`config.mk`:
```
export PLATFORM = sky130hd
export DESIGN_NAME = reciprocal_frequency_meter_flat
export DESIGN_NICKNAME = d
export VERILOG_FILES = /design/src/rtl/rfm_pkg.sv /design/src/rtl/rfm_capture_if.sv /design/src/rtl/rfm_result_if.sv /design/src/rtl/reciprocal_frequency_meter.sv /design/src/rtl/rfm_front.sv /design/src/rtl/rfm_queue.sv /design/src/rtl/rfm_back.sv /design/src/flat_wrapper.sv
export VERILOG_INCLUDE_DIRS = /design/src /design/src/rtl
export SDC_FILE = /design/constraint.sdc
export NUM_CORES = 1
export LEC_CHECK = 0
export BUFFER_PORTS_ARGS = -buffer_cell sky130_fd_sc_hd__buf_2
export CAP_MARGIN = 20
export CELL_PAD_IN_SITES_DETAIL_PLACEMENT = 1
export CELL_PAD_IN_SITES_GLOBAL_PLACEMENT = 2
export CORE_MARGIN = 3
export CORE_UTILIZATION = 44
export CTS_BUF_LIST = sky130_fd_sc_hd__clkbuf_8
export DETAILED_ROUTE_END_ITERATION = 10
export PLACE_DENSITY = 0.95
export SYNTH_ARGS = -nofsm -noshare
export SYNTH_HDL_FRONTEND = slang
export SYNTH_SLANG_ARGS = --single-unit
```
`constraint.sdc`:
```
create_clock -name clk -period 8.1 [get_ports clk]
set_input_delay 0.81 -clock clk [delete_from_list [all_inputs] [get_ports clk]]
set_output_delay 0.81 -clock clk [all_outputs]
set_load 0.02 [all_outputs]
```
`src/rtl/reciprocal_frequency_meter_macros.svh`:
```
// assertion macros shared by the reciprocal frequency meter modules
`ifndef RECIPROCAL_FREQUENCY_METER_MACROS_SVH
`define RECIPROCAL_FREQUENCY_METER_MACROS_SVH

// same-cycle implication
`define RFM_ASSERT(label, ck, rs, ante, cons, msg) \
  label: assert property (@(posedge ck) disable iff (rs) (ante) |-> (cons)) else $error(msg);

// next-cycle implication
`define RFM_ASSERT_NEXT(label, ck, rs, ante, cons, msg) \
  label: assert property (@(posedge ck) disable iff (rs) (ante) |=> (cons)) else $error(msg);

`endif

```
`src/rtl/rfm_pkg.sv`:
```
// shared constants and types of the reciprocal frequency meter
package rfm_pkg;

  localparam int CAP_W         = 32;
  localparam int COUNTER_WIDTH = 32;
  localparam int FRACTION_BITS = 16;
  localparam int RATE_W        = 28;
  localparam int PERIOD_W      = 32;
  localparam int FREQ_W        = 44;

  localparam int NUM_W  = RATE_W + FRACTION_BITS;
  localparam int QW     = (NUM_W > FREQ_W) ? NUM_W : FREQ_W;
  localparam int STEP_W = $clog2(NUM_W);

  localparam logic [STEP_W-1:0] LAST_STEP  = STEP_W'(NUM_W - 1);
  localparam logic [FREQ_W-1:0] FREQ_MAX   = '1;
  localparam logic [RATE_W-1:0] RATE_RESET = RATE_W'(1000000);

  localparam int QD     = 2;
  localparam int QPTR_W = (QD > 1) ? $clog2(QD) : 1;
  localparam int QCNT_W = $clog2(QD + 1);

  typedef struct packed {
    logic [PERIOD_W-1:0] period;
    logic                nonzero;
  } job_t;

endpackage

```
`src/rtl/rfm_capture_if.sv`:
```
// capture item channel
interface rfm_capture_if;
  logic                       valid;
  logic                       ready;
  logic [rfm_pkg::CAP_W-1:0]  capture_value;

  modport source (output valid, output capture_value, input ready);
  modport sink (input valid, input capture_value, output ready);
endinterface

```
`src/rtl/rfm_result_if.sv`:
```
// result item channel
interface rfm_result_if;
  logic                          valid;
  logic                          ready;
  logic [rfm_pkg::PERIOD_W-1:0]  period_ticks;
  logic [rfm_pkg::FREQ_W-1:0]    frequency_q16;
  logic                          frequency_valid;

  modport source (output valid, output period_ticks, output frequency_q16,
                  output frequency_valid, input ready);
  modport sink (input valid, input period_ticks, input frequency_q16,
                input frequency_valid, output ready);
endinterface

```
`src/rtl/reciprocal_frequency_meter.sv`:
```
// reciprocal frequency meter top level
// Takes one timer capture per item and returns its period, the latest
// frequency in unsigned Q.16 hertz and a sticky valid flag. The first capture
// after reset and a repeated capture skip the divide and take the held
// frequency; any other capture runs a radix-2 restoring divide of
// tick_rate_hz shifted by the fraction bits over the period, one quotient bit
// per cycle, in the back end. A two-entry queue behind the front end keeps
// taking captures while a divide runs or a result waits. Write tick_rate_hz
// only while the meter is idle.
module reciprocal_frequency_meter (
  input  logic                       clk,
  input  logic                       rst,
  input  logic                       cfg_we,
  input  logic [rfm_pkg::RATE_W-1:0] cfg_wdata,
  rfm_capture_if.sink                capture,
  rfm_result_if.source               result
);

  logic [rfm_pkg::RATE_W-1:0] tick_rate;
  rfm_pkg::job_t              front_job;
  logic                       front_valid;
  logic                       front_ready;
  rfm_pkg::job_t              back_job;
  logic                       back_valid;
  logic                       back_ready;

  always_ff @(posedge clk) begin
    if (rst) begin
      tick_rate <= rfm_pkg::RATE_RESET;
    end else if (cfg_we) begin
      tick_rate <= cfg_wdata;
    end
  end

  rfm_front u_front (
    .clk       (clk),
    .rst       (rst),
    .capture   (capture),
    .job       (front_job),
    .job_valid (front_valid),
    .job_ready (front_ready)
  );

  rfm_queue u_queue (
    .clk        (clk),
    .rst        (rst),
    .push_data  (front_job),
    .push_valid (front_valid),
    .push_ready (front_ready),
    .pop_data   (back_job),
    .pop_valid  (back_valid),
    .pop_ready  (back_ready)
  );

  rfm_back u_back (
    .clk       (clk),
    .rst       (rst),
    .tick_rate (tick_rate),
    .job       (back_job),
    .job_valid (back_valid),
    .job_ready (back_ready),
    .result    (result)
  );

endmodule

```
`src/rtl/rfm_front.sv`:
```
// capture front end: period from the previous capture
module rfm_front (
  input  logic          clk,
  input  logic          rst,
  rfm_capture_if.sink   capture,
  output rfm_pkg::job_t job,
  output logic          job_valid,
  input  logic          job_ready
);

  logic                              have_previous;
  logic [rfm_pkg::COUNTER_WIDTH-1:0] previous_capture;
  logic [rfm_pkg::COUNTER_WIDTH-1:0] cap_low;
  logic [rfm_pkg::COUNTER_WIDTH-1:0] diff;

  assign cap_low       = capture.capture_value[rfm_pkg::COUNTER_WIDTH-1:0];
  assign diff          = cap_low - previous_capture;
  assign capture.ready = job_ready;
  assign job_valid     = capture.valid;

  always_comb begin
    job.period  = have_previous ? rfm_pkg::PERIOD_W'(diff) : '0;
    job.nonzero = have_previous && (diff != '0);
  end

  always_ff @(posedge clk) begin
    if (rst) begin
      have_previous    <= 1'b0;
      previous_capture <= '0;
    end else if (capture.valid && job_ready) begin
      have_previous    <= 1'b1;
      previous_capture <= cap_low;
    end
  end

endmodule

```
`src/rtl/rfm_queue.sv`:
```
// short job queue between front end and divider
`include "reciprocal_frequency_meter_macros.svh"

module rfm_queue (
  input  logic          clk,
  input  logic          rst,
  input  rfm_pkg::job_t push_data,
  input  logic          push_valid,
  output logic          push_ready,
  output rfm_pkg::job_t pop_data,
  output logic          pop_valid,
  input  logic          pop_ready
);

  rfm_pkg::job_t                mem [rfm_pkg::QD];
  logic [rfm_pkg::QPTR_W-1:0]   wptr;
  logic [rfm_pkg::QPTR_W-1:0]   rptr;
  logic [rfm_pkg::QCNT_W-1:0]   count;
  logic                         push;
  logic                         pop;

  assign push_ready = (count != rfm_pkg::QCNT_W'(rfm_pkg::QD));
  assign pop_valid  = (count != '0);
  assign pop_data   = mem[rptr];
  assign push       = push_valid && push_ready;
  assign pop        = pop_valid && pop_ready;

  always_ff @(posedge clk) begin
    if (push) begin
      mem[wptr] <= push_data;
    end
  end

  always_ff @(posedge clk) begin
    if (rst) begin
      wptr  <= '0;
      rptr  <= '0;
      count <= '0;
    end else begin
      if (push) begin
        wptr <= (wptr == rfm_pkg::QPTR_W'(rfm_pkg::QD - 1)) ? '0 : wptr + 1'b1;
      end
      if (pop) begin
        rptr <= (rptr == rfm_pkg::QPTR_W'(rfm_pkg::QD - 1)) ? '0 : rptr + 1'b1;
      end
      if (push && !pop) begin
        count <= count + 1'b1;
      end else if (pop && !push) begin
        count <= count - 1'b1;
      end
    end
  end

  `RFM_ASSERT(a_count_bound, clk, rst, 1'b1, count <= rfm_pkg::QCNT_W'(rfm_pkg::QD), "queue count over depth")
  `RFM_ASSERT_NEXT(a_count_up, clk, rst, push && !pop, count == $past(count) + 1'b1, "queue count did not rise")
  `RFM_ASSERT_NEXT(a_count_down, clk, rst, pop && !push, count == $past(count) - 1'b1, "queue count did not fall")

endmodule

```
`src/rtl/rfm_back.sv`:
```
// back end: radix-2 divider, held frequency and result register
`include "reciprocal_frequency_meter_macros.svh"

module rfm_back (
  input  logic                       clk,
  input  logic                       rst,
  input  logic [rfm_pkg::RATE_W-1:0] tick_rate,
  input  rfm_pkg::job_t              job,
  input  logic                       job_valid,
  output logic                       job_ready,
  rfm_result_if.source               result
);

  typedef enum logic {S_IDLE, S_DIV} state_t;

  state_t                              state;
  logic [rfm_pkg::NUM_W-1:0]           num;
  logic [rfm_pkg::COUNTER_WIDTH-1:0]   rem;
  logic [rfm_pkg::COUNTER_WIDTH-1:0]   divisor;
  logic [rfm_pkg::PERIOD_W-1:0]        period_hold;
  logic [rfm_pkg::STEP_W-1:0]          step_cnt;
  logic [rfm_pkg::FREQ_W-1:0]          frequency_reg;
  logic                                valid_reg;

  logic                                out_valid;
  logic [rfm_pkg::PERIOD_W-1:0]        out_period;
  logic [rfm_pkg::FREQ_W-1:0]          out_freq;
  logic                                out_fvalid;

  logic [rfm_pkg::COUNTER_WIDTH:0]     rem_shift;
  logic [rfm_pkg::COUNTER_WIDTH:0]     diff;
  logic                                fits;
  logic [rfm_pkg::COUNTER_WIDTH-1:0]   rem_next;
  logic [rfm_pkg::NUM_W-1:0]           num_next;
  logic [rfm_pkg::QW-1:0]              quot_ext;
  logic [rfm_pkg::FREQ_W-1:0]          freq_new;
  logic                                out_free;
  logic                                take;

  assign out_free  = !out_valid || result.ready;
  assign job_ready = (state == S_IDLE) && out_free;
  assign take      = job_valid && job_ready;

  // one restoring step, quotient bits shift into num
  always_comb begin
    rem_shift = {rem, num[rfm_pkg::NUM_W-1]};
    diff      = rem_shift - {1'b0, divisor};
    fits      = !diff[rfm_pkg::COUNTER_WIDTH];
    rem_next  = fits ? diff[rfm_pkg::COUNTER_WIDTH-1:0]
                     : rem_shift[rfm_pkg::COUNTER_WIDTH-1:0];
    num_next  = {num[rfm_pkg::NUM_W-2:0], fits};
    quot_ext  = rfm_pkg::QW'(num_next);
    freq_new  = (quot_ext > rfm_pkg::QW'(rfm_pkg::FREQ_MAX)) ? rfm_pkg::FREQ_MAX
                                                            : quot_ext[rfm_pkg::FREQ_W-1:0];
  end

  always_ff @(posedge clk) begin
    if (rst) begin
      state         <= S_IDLE;
      out_valid     <= 1'b0;
      frequency_reg <= '0;
      valid_reg     <= 1'b0;
      step_cnt      <= '0;
    end else begin
      if (out_valid && result.ready) begin
        out_valid <= 1'b0;
      end
      unique case (state)
        S_IDLE: begin
          if (take) begin
            if (job.nonzero) begin
              num         <= rfm_pkg::NUM_W'(tick_rate) << rfm_pkg::FRACTION_BITS;
              rem         <= '0;
              divisor     <= job.period[rfm_pkg::COUNTER_WIDTH-1:0];
              period_hold <= job.period;
              step_cnt    <= '0;
              state       <= S_DIV;
            end else begin
              out_period <= job.period;
              out_freq   <= frequency_reg;
              out_fvalid <= valid_reg;
              out_valid  <= 1'b1;
            end
          end
        end
        S_DIV: begin
          num      <= num_next;
          rem      <= rem_next;
          step_cnt <= step_cnt + 1'b1;
          if (step_cnt == rfm_pkg::LAST_STEP) begin
            frequency_reg <= freq_new;
            valid_reg     <= 1'b1;
            out_period    <= period_hold;
            out_freq      <= freq_new;
            out_fvalid    <= 1'b1;
            out_valid     <= 1'b1;
            state         <= S_IDLE;
          end
        end
        default: state <= S_IDLE;
      endcase
    end
  end

  assign result.valid           = out_valid;
  assign result.period_ticks    = out_period;
  assign result.frequency_q16   = out_freq;
  assign result.frequency_valid = out_fvalid;

  `RFM_ASSERT(a_out_free_in_div, clk, rst, state == S_DIV, !out_valid, "result register busy during divide")
  `RFM_ASSERT_NEXT(a_valid_sticky, clk, rst, valid_reg, valid_reg, "frequency valid flag dropped")
  `RFM_ASSERT_NEXT(a_div_done, clk, rst, (state == S_DIV) && (step_cnt == rfm_pkg::LAST_STEP), out_valid && out_fvalid && (state == S_IDLE), "divide end gave no valid result")

endmodule
```
`src/flat_wrapper.sv`:
```
// flat-port wrapper written by rule: the top's interface ports become plain ports
module reciprocal_frequency_meter_flat 
  (clk, rst, cfg_we, cfg_wdata, capture_valid, capture_capture_value, capture_ready, result_valid, result_period_ticks, result_frequency_q16, result_frequency_valid, result_ready);
  rfm_capture_if capture_i ();
  rfm_result_if result_i ();
  input  logic clk;
  input  logic rst;
  input  logic cfg_we;
  input  logic [rfm_pkg::RATE_W-1:0] cfg_wdata;
  input wire logic [$bits(capture_i.valid)-1:0] capture_valid;
  input wire logic [$bits(capture_i.capture_value)-1:0] capture_capture_value;
  output wire logic [$bits(capture_i.ready)-1:0] capture_ready;
  output wire logic [$bits(result_i.valid)-1:0] result_valid;
  output wire logic [$bits(result_i.period_ticks)-1:0] result_period_ticks;
  output wire logic [$bits(result_i.frequency_q16)-1:0] result_frequency_q16;
  output wire logic [$bits(result_i.frequency_valid)-1:0] result_frequency_valid;
  input wire logic [$bits(result_i.ready)-1:0] result_ready;
  assign capture_i.valid = capture_valid;
  assign capture_i.capture_value = capture_capture_value;
  assign capture_ready = capture_i.ready;
  assign result_valid = result_i.valid;
  assign result_period_ticks = result_i.period_ticks;
  assign result_frequency_q16 = result_i.frequency_q16;
  assign result_frequency_valid = result_i.frequency_valid;
  assign result_i.ready = result_ready;
  reciprocal_frequency_meter u_core (.clk(clk), .rst(rst), .cfg_we(cfg_we), .cfg_wdata(cfg_wdata), .capture(capture_i), .result(result_i));
endmodule
```
Yosys cells after proc, flatten, opt, wreduce, memory -nomap -nowiden
Memories as Yosys holds them, arrays and structs flattened. A register that Yosys moved wholly into a read port is not among the register bits.
Index checks and enable logic that the tools add are counted.
- flip-flop bits (word level): 303
- latch bits: 0
- RAM bits: 66
- memory bits (read-only): 0
- input port bits: 65
- output and inout port bits: 79
- logic and storage cells: 95
- memories: 1
- memories (name ; words ; width ; read ports ; clocked after memory_dff ; write ports ; RTL line ; source):
    u_core.u_queue.mem ; 2 ; 33 ; 1 ; 1 ; 1 ; rfm_queue.sv:15 ; rfm_pkg::job_t mem [rfm_pkg::QD];
- add/subtract/negate cells: 7
- multipliers: 0
- divide/modulo/power cells: 0
- magnitude comparators: 1
- eq/ne operators: 6
- shift-type cells: 0
- mux-type cells: 41
- bitwise gates (word level): 2
- reductions and logical operators: 20
- operators by type and width (operator ; count):
    $mux W44 ; 6
    $mux W32 ; 7
    $pmux W44 S2 ; 2
    $pmux W32 S2 ; 2
    $gt A44 B44 Y1 const B ; 1
    $sub A33 B32 Y33 ; 1
    $reduce_bool A32 Y1 ; 1
    $sub A32 B32 Y32 ; 1
    $mux W1 ; 16
    $mux W6 ; 2
    $pmux W6 S2 ; 1
    $reduce_and A4 Y1 ; 2
    $logic_and A1 B1 Y1 ; 7
    $add A6 B1 Y6 const B ; 1
    $eq A6 B6 Y1 const B ; 1
    $ne A2 B1 Y1 const B ; 3
    $pmux W1 S2 ; 3
    $logic_not A1 Y1 ; 4
    $mux W2 ; 2
    $ne A2 B2 Y1 const B ; 2
    $reduce_and A2 Y1 ; 2
    $reduce_bool A2 Y1 ; 2
    $reduce_and A3 Y1 ; 1
    $add A1 B1 Y1 const B ; 2
    4 further kinds ; 5

Longest topological paths before layout
Gate-level depths: netlist of run 1.
- depth after elaboration: 7
- depth in mapped cells: 14
- mapped depth without buffers: 13

Modules after synthesis
From an unflattened synthesis of run 1, not the netlist that was laid out.
- cells, all modules: 1682
- area total of the unflattened synthesis: 18123.6 sq um
- by module, submodules not included (module ; times used ; cells each ; area each (sq um) ; seq. area each (sq um)):
    rfm_back ; 1 ; 979 ; 11109.4 ; 6616.3
    rfm_front ; 1 ; 485 ; 3353.2 ; 660.6
    rfm_queue ; 1 ; 127 ; 2596.2 ; 2082.0
    reciprocal_frequency_meter ; 1 ; 91 ; 1064.8 ; 560.5

Worst setup path after synthesis of run 1
OpenSTA, ideal clock, no wires.
- path type: input to register
- start point: input result_ready
- end point: register u_core.u_back.num[0] (netlist name), enable pin
- library setup time: 0.512 ns
- arrival time: 4.842 ns
- required time: 7.588 ns
- setup slack: 2.746 ns
- stages on the path: 6
- path buffers: 0
- cells stage by stage: nor2b_1 -> nor3_1 -> inv_1 -> nor2_1 -> nor2_1 -> nor2_1
- cells in the longest elaborated chain, start to end: 5
- RTL lines (what ; RTL line ; source):
    start: declaration ; flat_wrapper.sv:17 ; input wire logic [$bits(result_i.ready)-1:0] result_ready;
    $logic_or A1 B1 Y1 ; rfm_back.sv:40 ; assign out_free = !out_valid || result.ready;
    $logic_and A1 B1 Y1 ; rfm_back.sv:41 ; assign job_ready = (state == S_IDLE) && out_free;
    $logic_and A1 B1 Y1 ; rfm_back.sv:42 ; assign take = job_valid && job_ready;
    $ne A2 B1 Y1 (no source line) ; -- ;
    $reduce_and A3 Y1 (no source line) ; -- ;
    end signal: assignment ; rfm_back.sv:72 ; num <= rfm_pkg::NUM_W'(tick_rate) << rfm_pkg::FRACTION_BITS;
    end signal: assignment ; rfm_back.sv:87 ; num <= num_next;
    end: declaration ; rfm_back.sv:17 ; logic [rfm_pkg::NUM_W-1:0] num;
No other way between the ends.
A chain may end at the register's enable or synchronous reset.

Worst setup path in the final report of run 1
- start point: register u_core.u_back.rem[8] (netlist name)
- end point: register u_core.u_back.rem[30] (netlist name), data pin
- cells in the longest elaborated chain, start to end: 3
- RTL lines (what ; RTL line ; source):
    start: declaration ; rfm_back.sv:18 ; logic [rfm_pkg::COUNTER_WIDTH-1:0] rem;
    start signal: assignment ; rfm_back.sv:88 ; rem <= rem_next;
    $sub A33 B32 Y33 ; rfm_back.sv:47 ; diff = rem_shift - {1'b0, divisor};
    $mux W32 ; rfm_back.sv:49 ; rem_next = fits ? diff[rfm_pkg::COUNTER_WIDTH-1:0]
    $pmux W32 S2 ; rfm_back.sv:68 ; unique case (state)
No other way between the ends.

==> results.txt, run 1 <==
Top-area cell type share of the netlist area: 42.3%
Largest stage delay on the critical path: 750 ps
Syn Inst Count: 1734
Endpoint arrival time on the critical path: 4350 ps
Hold depth: 3
Async S/R FF share, synth: 0%
Port bufs: 143
Setup TNS: 0 ps
Pin count of the biggest net entering global routing: 94
Vias: 13473
P_leak: 7.80 nW
Slew @ Worst Pin: 971 ps
Multi-input logic area: 0.00707 mm²
Synth Register Bits: 370
Post-Syn Nets: 1866
Die area: 0.0429 mm²
Setup violations, final: 0
CTS Root Buffer Type: clkbuf_8
Hold path startpoint: cfg_wdata[4]
Total Wirelength: 46.7 mm
Worst setup EP type: flop
CP Class: reg -> reg
Initial DRC count: 797
Placed Area: 0.0190 mm²
Core area: 0.0398 mm²
Endpoints failing hold: 0
Residual overflow from global routing: 0
Buf+Inv Stages, Crit Path: 0
Worst hold path endpoint: u_core.tick_rate[4]
# IOs: 144
Syn-to-layout area delta: 13.7%
FMAX: 258 MHz
Hold Buf Count CTS: 0
Synth warn: 0
Area leader, netlist: edfxtp_1
Final Wtd Congestion: 0.878
CTS sink count: 370
Row count: 73
Max reg flops: 66
Final std cells w/o fill: 2448
Final slew viol count: 0
Final worst setup slack: 4220 ps
Depth of the CTS H-tree: 2
Total GRT Usage: 21.0%
Sequential area share after synthesis: 55.7%
# DRC: 0
Place WS: 3860 ps
TritonCTS clock tree: yes
Synth unique cells: 80
Global-route wire length before repair: 74.5 mm
Hold crit path type: in -> reg
Setup slack, reg-to-reg: 4220 ps
Design area: 0.0202 mm²
Main flop type after synthesis: edfxtp_1
R2R Path Start: u_core.u_back.rem[8]
Fillers: 4499
Ranking of synthesized cells by area: edfxtp_1 42%, dfxtp_1 13%, a21oi_1 5.3%
Postcts setup bufs: 0
CP Launch Type: flop
Worst Path Max Fanout: 25
Slew Limit Headroom: 35.3%
HPWL after DPL: 31.9 mm
Starting Density: 44.7%
Pwr Density: 311 mW/mm²
Outcome: completed
Crit. path cell count: 10
Critical Path RT: 8570 ps
Most flop-heavy register: u_core.u_queue.mem
Clk buf depth: 3
Post-synth EDFFs: 251
Crit path max-delay family: compound AO/OA/AOI/OAI gates
Antenna violations before repair: 1
Max-Cap Viols: 0
Max VDD drop: 124 µV
Clock latency on the worst-skew pair: 670 ps
Minimum clock period: 3880 ps
Vias in the first global route: 13914
Post-DR wirelength/cell: 19.1 µm
Number of nets in the layout: 2005
Mapped cell area: 0.0178 mm²
Die span in y: 207 µm
Period utilization: 47.9%
Chip width: 207 µm
RSZ-0062 raised after global routing: false
Sequential Area: 0.00992 mm²
Reg2reg end: u_core.u_back.rem[30]
Cell Chain, Critical Path: ha_1 -> a211oi_2 -> o21ai_1 -> a2111oi_2 -> a21boi_2 -> o21ai_2 -> nand3_4 -> a21o_1 -> nand3_1 -> o32ai_1
Core Util, Final: 50.8%
Fin Clk Skew: 49.3 ps
PostCTS Resize Cnt: 0
Cells after DPL: 2336
Detail Route Antenna Nets: 0
Layout cells sized above 1: 16.3%
CTS clk-pin slew, worst paths: 70 ps
Num CTS Buffers: 60
TritonRoute pass-1 iters: 5
Vias per cell: 5.50
Syn_area_per_cell: 10.3 µm²
Worst path slowest cell: a21o_1
Worst reg2reg path depth: 10
-- synth_stat cells (5+ instances only) --
cell and instances:
edfxtp_1 251, inv_1 138, o22ai_1 5, xnor2_1 31
or3_1 10, o21bai_1 5, mux2i_1 24, nor2b_1 8
a31oi_1 6, o21a_1 20, nand3_1 32, ha_1 65
nor4_1 5, clkbuf_1 72, nand2_1 223, a21oi_1 187
o211ai_1 20, and2_1 35, and3_1 15, a21o_1 31
nor3_1 24, o21ai_0 121, o2111ai_1 7, a211oi_1 12
xor2_1 18, nand2b_1 12, dfxtp_1 119, mux2_2 34
nand4_1 12, nor2_1 111
-- worst min-delay path: stages --
cell and delay, ps:
buf_2 80, mux2i_1 60, nor2_1 70
-- cells in the final DEF, fill, tap and decap left out, drive strengths merged, types with 23 or more instances in the layout --
| cell type | synthesis | layout |
|---|---|---|
| a21oi | 189 | 189 |
| ha | 65 | 65 |
| nor3 | 24 | 24 |
| nand2 | 223 | 223 |
| mux2i | 24 | 24 |
| nand3 | 33 | 33 |
| o21ai | 123 | 123 |
| nor2 | 111 | 111 |
| inv | 139 | 154 |
| clkbuf | 72 | 74 |
| edfxtp | 251 | 251 |
| mux2 | 34 | 34 |
| dfxtp | 119 | 119 |
| buf | 8 | 157 |
| a21o | 31 | 31 |
| clkinv | 2 | 23 |
| xnor2 | 31 | 31 |
| and2 | 36 | 36 |
-- per-stage QoR --
step                      hold WS, ps  total power, mW
after floorplan                   433             4.07
after global placement            441             4.57
after detailed placement          448             4.67
after CTS                         315             6.34
after global routing              347             6.65
final                             379             6.30
-- logic make-up after synthesis --
kind of cell / share of synthesized area [%]
AND/OR/NAND/NOR: 13.1
AO/OA/AOI/OAI: 15.8
flip-flops: 55.7
buffers and inverters: 4.74
adder cells (fa/ha/maj): 4.79
multiplexers: 3.50
XOR/XNOR: 2.41
-- worst max path at each step --
stage,end,start
4_1_cts,u_core.u_back.rem[6],u_core.u_back.state
3_5_place_dp,u_core.u_queue.mem[0][0],capture_capture_value[0]
6_report,u_core.u_back.rem[30],u_core.u_back.rem[8]
2_1_floorplan,u_core.u_back.num[0],result_ready
5_1_grt,u_core.u_back.rem[9],u_core.u_back.state
3_3_place_gp,u_core.u_queue.mem[0][0],capture_capture_value[0]
-- routing by layer --
| layer | track usage (%) | wire length, µm | share of wire, % | vias up |
|---|---|---|---|---|
| li1 | - | - | - | 6454 |
| met1 | 28.4 | 21300 | 46 | 6666 |
| met2 | 35.2 | 22400 | 48 | 275 |
| met3 | 3.20 | 1840 | 3.9 | 78 |
| met4 | 6.65 | 1120 | 2.4 | 0 |
| met5 | 0 | 0 | 0 | - |
-- report_power, final --
group / total, mW / internal (mW) / switching [mW]
clock: 1.64 / 0.863 / 0.780
combinational: 2.03 / 0.679 / 1.35
sequential: 2.62 / 2.49 / 0.131
total: 6.30 / 4.03 / 2.26
-- cell type report --
type                    count  share of cell area (%)
inverters                 141                    2.62
multi-input cells        1143                    34.9
clock inverters            37                    1.04
repair buffers            157                    4.07
clock buffers              74                    5.03
flip-flops and latches    370                    49.0
diodes                      1                  0.0124
well taps                 525                    3.25
(Power assumes the default switching activity.)
==> run 2: changes to the inputs <==
Settings changed: ABC_AREA set to 1, CORE_UTILIZATION 44 to 34, PLACE_DENSITY 0.95 to 0.88.
Clock period 8.1 ns to 3.56 ns, I/O delays scaled along.
==> run 2 against run 1 <==
- combinational power rose to 2.7 times the previous value
- critical endpoint is now u_core.u_back.rem[0]
- setup slack lost 3700 ps
- sequential cell count unchanged
- die area grew 34%
- power increased by 150%
- critical path depth grew 4
- area after synthesis rose by 4.5%
- sequential power grew 130%
- maximum frequency rose by 26%
- design area rose by 7.7%
- core utilization is 10 points lower
- via count up 14%
==> results.txt, run 2 <==
Outcome: completed
Port bufs: 143 (unchanged)
Syn Inst Count: 2276 (+31%)
Fillers: 6531 (+45%)
Sequential area share after synthesis: 53.3% (-2.4 points)
Period utilization: 86.3% (+38 points)
Number of nets in the layout: 2604 (+30%)
Endpoint arrival time on the critical path: 3450 ps (-900 ps)
# IOs: 144 (unchanged)
Slew Limit Headroom: 34.6% (-0.69 points)
TritonRoute pass-1 iters: 4 (-1)
Global-route wire length before repair: 83.8 mm (+12%)
Area leader, netlist: edfxtp_1
Synth warn: 0 (unchanged)
Residual overflow from global routing: 0 (unchanged)
Commonest non-fill, non-tap cells in the layout: 692 x nand2_1, 326 x nor2_1, 298 x inv_1
Hold crit path type: in -> reg
Initial DRC count: 885 (+11%)
Clock latency on the worst-skew pair: 640 ps (-30 ps)
Most numerous cell in the Yosys netlist: nand2_1
Total GRT Usage: 18.3% (-2.7 points)
Layout cells sized above 1: 10.7% (-5.6 points)
CTS clk-pin slew, worst paths: 60 ps (about the same)
Vias: 15325 (+14%)
Pwr Density: 717 mW/mm² (+130%)
Post-synth EDFFs: 251 (unchanged)
Post-Syn Nets: 2408 (+29%)
Most flop-heavy register: u_core.u_queue.mem
Main flop type after synthesis: edfxtp_1
Max-Cap Viols: 0 (unchanged)
Synth Register Bits: 370 (unchanged)
Clk buf depth: 3 (unchanged)
TritonCTS clock tree: yes
Async S/R FF share, synth: 0% (unchanged)
Post-DR wirelength/cell: 16.4 µm (-14%)
Worst Path Max Fanout: 40 (+60%)
CP Launch Type: flop
Setup violations, final: 0 (unchanged)
RSZ-0062 raised after global routing: false
Max reg flops: 66 (unchanged)
CTS sink count: 370 (unchanged)
Synth top cells by count: 693 x nand2_1, 330 x nor2_1, 274 x inv_1, 251 x edfxtp_1, 177 x o21ai_0
Top-area cell type share of the netlist area: 40.5% (-1.8 points)
CTS Root Buffer Type: clkbuf_8
Endpoints failing hold: 0 (unchanged)
Chip width: 240 µm (+16%)
Slew @ Worst Pin: 980 ps (+9.29 ps)
Total Wirelength: 52.9 mm (+13%)
Ranking of synthesized cells by area: edfxtp_1 41%, nand2_1 14%, dfxtp_1 13%
FMAX: 326 MHz (+26%)
Postcts setup bufs: 0 (unchanged)
Detail Route Antenna Nets: 0 (unchanged)
Fin Clk Skew: 30.0 ps (-19.3 ps)
Vias per cell: 4.77 (-13%)
Core area: 0.0540 mm² (+36%)
Row count: 85 (+16%)
Vias in the first global route: 15911 (+14%)
Die span in y: 240 µm (+16%)
Final Wtd Congestion: 0.860 (-2.0%)
Minimum clock period: 3070 ps (-806 ps)
Syn-to-layout area delta: 17.1%
Worst setup EP type: flop
HPWL after DPL: 38.0 mm (+19%)
Mapped cell area: 0.0186 mm² (+4.5%)
Commonest non-fill, non-tap cell in the layout: nand2_1
Synth unique cells: 45 (-44%)
Setup TNS: 0 ps (unchanged)
Pin count of the biggest net entering global routing: 78 (-17%)
Num CTS Buffers: 66 (+10%)
Core Util, Final: 40.3% (-10 points)
Depth of the CTS H-tree: 3 (+1)
Starting Density: 34.4% (-10 points)
Die area: 0.0576 mm² (+34%)
Critical Path RT: 3930 ps (-4640 ps)
CP Class: reg -> reg
Max VDD drop: 295 µV (+140%)
Syn_area_per_cell: 8.18 µm² (-20%)
PostCTS Resize Cnt: 0 (unchanged)
Final slew viol count: 0 (unchanged)
P_leak: 9.90 nW (+27%)
# DRC: 0 (unchanged)
Antenna violations before repair: 2 (+1)
-- run 2: power breakdown --
| group | internal, mW | switching, mW | leakage, nW |
|---|---|---|---|
| sequential | 5.78 | 0.295 | 3.34 |
| combinational | 1.57 | 3.99 | 5.82 |
| clock | 2.17 | 1.82 | 0.750 |
-- run 2: path summary, 6_finish.rpt --
path | from | cells after the start | slack (ps) | end
setup / recovery | u_core.u_back.period_hold[0] | 14 | 490 | u_core.u_back.rem[0]
hold / removal | capture_capture_value[9] | 3 | 50 | u_core.u_front.previous_capture[9]
setup reg to reg | u_core.u_back.period_hold[0] | 14 | 490 | u_core.u_back.rem[0]
hold reg to reg | u_core.u_front.previous_capture[10] | 2 | 460 | u_core.u_front.previous_capture[10]
-- run 2: final cells by class --
| class | instances | area [µm²] | share of cell area [%] |
|---|---|---|---|
| timing repair buffer | 202 | 1310 | 5.99 |
| clock buffer | 69 | 950 | 4.36 |
| antenna | 1 | 2.50 | 0.0115 |
| multi-input combinational | 1554 | 7360 | 33.8 |
| sequential | 370 | 9920 | 45.5 |
| tap | 696 | 871 | 3.99 |
| clock inverter | 46 | 342 | 1.57 |
| inverter | 278 | 1050 | 4.81 |
-- run 2: repair_timing --
item | 4_1_cts | 5_1_grt
endpoints found under the hold margin | 44 | 0
hold buffers | 44 | 0
setup endpoints to repair | 0 | 0
-- run 2: worst max-delay path, stage by stage (launching register included) --
cell      delay [ps]
edfxtp_1         400
ha_1             220
fa_1             410
inv_1             70
nand3_1           80
nand3_2          120
a21o_1           190
a21o_1           180
nand2_1           80
nand3b_1         140
nand2_4          300
inv_4            400
nand2_1           90
nand2_1           70
nor2_1            50
-- run 2: per-layer routing --
metal  GRT usage (%)  wire [µm]
met1            24.5      24900
met2            30.3      24800
met3            2.96       2010
met4            6.16       1240
met5               0          0
-- run 2: cell families (layout without fill, tap and decap cells) --
kind of cell | after synthesis | count (layout) | share of synthesized area (%)
simple gates | 1123 | 1123 | 23.7
flops | 370 | 370 | 53.3
buf+inv | 352 | 595 | 7.34
compound gates | 326 | 326 | 9.31
fa+ha+maj | 67 | 67 | 4.59
xor+xnor | 38 | 38 | 1.79
other cells | 0 | 1 | 0
-- run 2: per-stage QoR --
| step | hold WS, ps | setup WS [ps] | power [mW] | area [µm²] | std cells |
|---|---|---|---|---|---|
| floorplan | 426 | 36.1 | 9.89 | 18600 | 2276 |
| global placement | 435 | 628 | 11.6 | 20100 | 3056 |
| detailed placement | 449 | 511 | 11.7 | 20100 | 3056 |
| CTS | 0.187 | 485 | 15.8 | 21800 | 3215 |
| global route | 44.1 | 244 | 16.8 | 21800 | 3216 |
| finish | 45.5 | 489 | 15.6 | 21800 | 3216 |
